===== src/design/assert_macros.svh =====
// Assertion macros shared by the ray/sphere depth RTL.
// Needs signals named clk and rst in the scope of each use.
`ifndef ASSERT_MACROS_SVH
`define ASSERT_MACROS_SVH
`ifndef SYNTHESIS
`define RSND_ASSERT(label, prop) \
  label: assert property (@(posedge clk) disable iff (rst) prop) \
    else $error("assertion failed");
`define RSND_ASSERT_RST(label, prop) \
  label: assert property (@(posedge clk) prop) else $error("assertion failed");
`else
`define RSND_ASSERT(label, prop)
`define RSND_ASSERT_RST(label, prop)
`endif
`endif


===== src/design/rsnd_isqrt.sv =====
// Pipelined integer square root, one result bit per stage, with sideband.
// Standalone; floor(sqrt(x)) of a W-bit unsigned value.
`default_nettype none
module rsnd_isqrt #(
  parameter int W  = 64,
  parameter int PW = 1
) (
  input  logic            clk,
  input  logic            rst,
  input  logic            en,
  input  logic            in_vld,
  input  logic [W-1:0]    in_x,
  input  logic [PW-1:0]   in_pl,
  output logic            out_vld,
  output logic [W/2-1:0]  out_root,
  output logic [PW-1:0]   out_pl
);
  localparam int N = W / 2;

  logic [W-1:0]  x_q   [N];
  logic [W-1:0]  res_q [N];
  logic          vld_q [N];
  logic [PW-1:0] pl_q  [N];

  for (genvar j = 0; j < N; j++) begin : g_stage
    localparam logic [W-1:0] BIT = W'(1) << (W - 2 - 2 * j);
    logic [W-1:0]  xi, ri;
    logic          vi;
    logic [PW-1:0] pi;
    logic [W:0]    trial;
    logic          take;

    if (j == 0) begin : g_first
      assign xi = in_x;
      assign ri = '0;
      assign vi = in_vld;
      assign pi = in_pl;
    end else begin : g_next
      assign xi = x_q[j-1];
      assign ri = res_q[j-1];
      assign vi = vld_q[j-1];
      assign pi = pl_q[j-1];
    end

    assign trial = {1'b0, ri} + {1'b0, BIT};
    assign take  = {1'b0, xi} >= trial;

    always_ff @(posedge clk) begin
      if (rst) begin
        vld_q[j] <= 1'b0;
      end else if (en) begin
        vld_q[j] <= vi;
      end
      if (en) begin
        x_q[j]   <= take ? xi - trial[W-1:0] : xi;
        res_q[j] <= take ? (ri >> 1) + BIT : ri >> 1;
        pl_q[j]  <= pi;
      end
    end
  end

  assign out_vld  = vld_q[N-1];
  assign out_root = res_q[N-1][N-1:0];
  assign out_pl   = pl_q[N-1];
endmodule
`default_nettype wire


===== config.mk =====
export PLATFORM = sky130hd
export DESIGN_NAME = rsnd_isqrt
export DESIGN_NICKNAME = d
export VERILOG_FILES = /design/src/design/assert_macros.svh /design/src/design/rsnd_isqrt.sv
export SDC_FILE = /design/constraint.sdc
export NUM_CORES = 2
export LEC_CHECK = 0
export BUFFER_PORTS_ARGS = -buffer_cell sky130_fd_sc_hd__buf_4
export CAP_MARGIN = 15
export CORE_MARGIN = 4
export CORE_UTILIZATION = 45
export CTS_CLUSTER_DIAMETER = 200
export DETAILED_ROUTE_END_ITERATION = 12
export HOLD_SLACK_MARGIN = 0.1
export MAX_ROUTING_LAYER = met4
export PLACE_DENSITY = 0.65
export SYNTH_ARGS = -nofsm -noshare
export SYNTH_HDL_FRONTEND = slang
export SYNTH_MEMORY_MAX_BITS = 65536
export SYNTH_SLANG_ARGS = --single-unit

===== constraint.sdc =====
create_clock -name clk -period 3.8 [get_ports clk]
set_clock_uncertainty 0.05 [all_clocks]
set_input_delay 0 -clock clk [delete_from_list [all_inputs] [get_ports clk]]
set_output_delay 0 -clock clk [all_outputs]
set_load 0.01 [all_outputs]

==> Word level (Yosys, flattened, before mapping) <==
Memories as Yosys holds them, arrays and structs flattened.
Cells that the tools add are included.
{ "classes": {"add_sub_neg": 94, "magnitude_cmp": 32, "mux": 102, "bitwise": 32} }
{ "op_table": {"columns": ["op", "n"], "rows": [
  ["two-way mux 64 bit", 63],
  ["greater-or-equal comparator 64 x 65 -> 1 bit", 31],
  ["subtractor 64 bit", 31],
  ["adder 64 x 1 -> 65 bit, second input constant", 1],
  ["adder 64 x 11 -> 65 bit, second input constant", 1],
  ["adder 64 x 13 -> 65 bit, second input constant", 1],
  ["adder 64 x 15 -> 65 bit, second input constant", 1],
  ["adder 64 x 17 -> 65 bit, second input constant", 1],
  ["adder 64 x 19 -> 65 bit, second input constant", 1],
  ["adder 64 x 21 -> 65 bit, second input constant", 1],
  ["adder 64 x 23 -> 65 bit, second input constant", 1],
  ["adder 64 x 25 -> 65 bit, second input constant", 1],
  ["adder 64 x 27 -> 65 bit, second input constant", 1],
  ["adder 64 x 29 -> 65 bit, second input constant", 1],
  ["adder 64 x 3 -> 65 bit, second input constant", 1],
  ["adder 64 x 31 -> 65 bit, second input constant", 1],
  ["adder 64 x 33 -> 65 bit, second input constant", 1],
  ["adder 64 x 35 -> 65 bit, second input constant", 1],
  ["adder 64 x 37 -> 65 bit, second input constant", 1],
  ["adder 64 x 39 -> 65 bit, second input constant", 1],
  ["adder 64 x 41 -> 65 bit, second input constant", 1],
  ["adder 64 x 43 -> 65 bit, second input constant", 1],
  ["adder 64 x 45 -> 65 bit, second input constant", 1],
  ["adder 64 x 47 -> 65 bit, second input constant", 1],
  ["other kinds (46)", 114]
]} }
{ "totals": {"regBits": 0, "ram_bits": 4160, "in_bits": 69, "memories": 4} }
{ "mem_list": {"columns": ["name", "depth", "width", "read_ports", "rd_ports_with_merged_regs", "wr", "line", "rtl"], "rows": [
  ["res_q", 32, 64, 32, 0, 32, "rsnd_isqrt.sv:21", "logic [W-1:0] res_q [N];"],
  ["x_q", 32, 64, 31, 0, 32, "rsnd_isqrt.sv:20", "logic [W-1:0] x_q [N];"],
  ["pl_q", 32, 1, 32, 0, 32, "rsnd_isqrt.sv:23", "logic [PW-1:0] pl_q [N];"],
  ["vld_q", 32, 1, 32, 0, 32, "rsnd_isqrt.sv:22", "logic vld_q [N];"]
]} }

==> Depth between registers and ports, before layout <==
{ "logic_depth": {"word_depth": 4, "ltp_mapped": 15, "depth_no_buf": 13} }

==> Least setup slack after synthesis <==
OpenSTA, ideal clock, no wires.
{ "synth_path": {"path_kind": "flip-flop to flip-flop", "start": "mem x_q[18][26], in the netlist x_q[1][154]", "end": "mem x_q[19][58], in the netlist x_q[1][250] (data pin)", "setup_time_ns": 0.258, "arrival_time_ns": 3.320, "required_time_ns": 3.492, "setup_slack_ns": 0.172, "path_stages_with_launch": 12, "path_buffers": 0, "synth_period_minus_slack_ns": 3.628, "path_cell_list": "edfxtp_1 > ha_1 > o21ai_0 > a22oi_2 > a2111oi_0 > o41ai_2 > a2111oi_2 > or4_1 > a21oi_1 > nand2_1 > or3_1 > xnor2_1"} }
{ "synth_lines": {"columns": ["item", "line"], "rows": [
  ["start: declaration", "rsnd_isqrt.sv:20"]
]} }

==> results by group <==
Status
  • Outcome: completed

Yosys
  • Post-synth top area cell: edfxtp_1
  • Yosys warning count: 0
  • Sequential cell area fraction in the yosys report: 63.4%
  • Synth cell types: 101
  • Mapped Area: 122,000 µm²
  • Most frequent cell after synthesis: edfxtp_1
  • Syn Inst Count: 9,535
  • Area share of the largest cell type after synthesis: 63.4%
  • Register bit total from synthesis: 2,576
  • Top post-synthesis cells by area: edfxtp_1 63%, ha_1 5.7%, xnor2_1 3.2%
  • EDFF count, synth: 2,576
  • Async SR Flop Fraction: 0%
  • Syn_nets: 10,162
  • Top_reg_cell synth: edfxtp_1
  • Top cells by count, synth: 2,576 x edfxtp_1, 683 x inv_1, 641 x nor2_1
  • Synthesized area per cell: 12.8 µm²

GRT
  • Total GRT Usage: 21.3%
  • GRT overflow: 0
  • Initial antenna violation count: 10
  • Global-route wire length before repair: 454,000 µm
  • Largest net degree at the start of global routing: 162
  • Vias in the first global route: 77,909

Detailed routing
  • Antenna Nets Post-Route: 0
  • Drt initial violations: 6,682
  • Vias per cell: 5.57
  • Vias: 78,949
  • DR WL/cell: 21.0 µm
  • Post-Route WL: 298,000 µm
  • DRC Markers: 0
  • First-pass detailed-route iteration total: 7

Floorplanning
  • Ports: 103
  • Die height: 529 µm
  • Starting Density: 45.4%
  • Die area: 279,000 µm²
  • Core area: 269,000 µm²
  • DIE WIDTH: 529 µm
  • Row count: 190

Worst setup path
  • CP Data Required Time: 4.39 ns
  • Crit. End Element: register
  • CP Max Fanout: 6
  • Worst endpoint data arrival time: 4.36 ns
  • Startpoint types: register
  • WS Path Type: register to register

Timing
  • # setup viols final: 0
  • Min Clock Period, post-route: 3.78 ns
  • Fin crit share: 99.4%
  • Final TNS setup: 0 ns
  • Slew HR: 32.4%
  • Hold Slack: 0.187 ns
  • RSZ-0062 raised after global routing: true
  • Hold Vio Cnt, Final: 0
  • Final worst slack: 0.0238 ns
  • Pins Over Slew Limit: 0
  • Achievable Freq: 265 MHz
  • Least-Margin Pin Slew: 1.00 ns

Flow run
  • Max-cap check violation count: 0

Pwr
  • VDD IR max: 0.000413 V
  • Pwr per Cell Area: 592 nW/µm²
  • Leakage Power: 54.2 nW

Clock network
  • H-tree levels: 5
  • TritonCTS buffer count: 280
  • CTS root buffer: clkbuf_16
  • Latest clock arrival within the worst-skew pair: 0.90 ns
  • Total clock sinks: 2,576
  • Max clock buf depth: 4
  • CTS tree: built
  • Worst-path clk slew: 0.06 ns

Placed design
  • Place WS: -0.594 ns
  • Port buffer count: 102
  • Cells after DPL: 13,495
  • HPWL Detailed: 219,000 µm
  • GP Congestion: 0.929
  • Area after DPL: 131,000 µm²

Cells and area
  • Area Growth Syn to Fin: 17.0%
  • Post-Layout Inst Area: 143,000 µm²
  • Final std cells w/o fill: 14,181
  • Fin nets: 11,030
  • Ratio of cells with drive above 1 in the final layout: 13.2%

Hold path
  • Hold Path Class: primary input to register
==> state kept, by name, indices dropped and copies added, names as in the netlist <==
register / cells
x_q: 1984
res_q: 528
pl_q: 32
vld_q: 32
==> final cells by class <==
cell class                 count  area [µm²]
timing repair buffer         765        6570
inverter                     685        2570
fill                       22235      126000
clock inverter               179        1800
clock buffer                 320        7200
antenna                        9        22.5
sequential                  2576       77400
multi-input combinational   6095       42700
tap                         3552        4440
==> metrics by stage <==
stage	utilization, %	power, mW
global placement	48.5	56.9
finish	53.1	84.4
floorplan	-	50.4
detailed placement	48.5	57.3
CTS	52.6	84.4
global route	53.0	88.5
==> cells by family after synthesis <==
group	synth area share [%]
buf+inv	2.72
compound gates	9.08
xor+xnor	6.19
fa+ha+maj	5.73
simple gates	11.8
flops	63.4
mux	1.07
==> per-layer routing <==
metal | track usage (%) | routed length [µm] | up-vias
met3 | 3.02 | 15700 | 483
met5 | - | 0 | -
met4 | 5.83 | 7890 | 0
li1 | - | - | 37519
met2 | 35.9 | 148000 | 2057
met1 | 27.0 | 126000 | 38890
==> cell usage in the layout, fill, tap and decap left out, drive strengths merged, types with 34 or more instances in the layout <==
cell type	netlist	final
o21a	106	106
nor2	641	641
or3	105	105
buf	35	625
nor4b	49	49
nor4	353	353
nor2b	67	67
a31oi	34	34
clkbuf	144	321
inv	684	698
xnor2	447	447
dlygate4sd3	0	139
or2	50	50
a21oi	594	594
mux2	102	102
nand2b	115	115
nor3	247	247
xor2	415	415
or4	76	76
nand4	152	152
o21bai	50	50
clkinv	1	131
nand2	587	587
and2	52	52
a21o	251	251
a211oi	42	42
edfxtp	2576	2576
o21ai	422	422
nand3	139	139
and3	45	45
o31ai	47	47
ha	558	558
==> repair_timing <==
item	4_1_cts	5_1_grt
gates cloned	0	1
pin swaps	16	67
endpoints found under the hold margin	944	0
setup buffers	10	29
hold buffers	139	0
setup endpoints to repair	233	307
gates resized for setup	59	202
==> critical path, cell delays in order, from the launching register on <==
cell and delay [ns]:
edfxtp_1 0.44, ha_4 0.29, or4b_4 0.44, or4_4 0.55, nor4_4 0.34, buf_4 0.16
nand4_1 0.07, nand4_1 0.10, buf_4 0.13, a31oi_4 0.03, or3_4 0.39, buf_6 0.16
nor4_4 0.15, buf_4 0.15, xor2_1 0.05
==> report_power, final <==
part / leakage [nW] / internal (mW) / switching, mW
Sequential: 24.8 / 36.0 / 2.84
Combinational: 24.9 / 8.19 / 10.6
Clock: 4.39 / 15.3 / 11.4
Total: 54.2 / 59.5 / 24.8
==> worst paths after layout <==
| path | startpoint | endpoint | slack (ns) | depth (start not counted) |
|---|---|---|---|---|
| max | x_q[1][713] | x_q[1][820] | 0.02 | 14 |
| min reg2reg | pl_q[0][2] | pl_q[0][3] | 0.37 | 0 |
| max reg2reg | x_q[1][713] | x_q[1][820] | 0.02 | 14 |
| min | in_x[48] | res_q[0][62] | 0.19 | 5 |
Power figures use the tool's default switching activity.
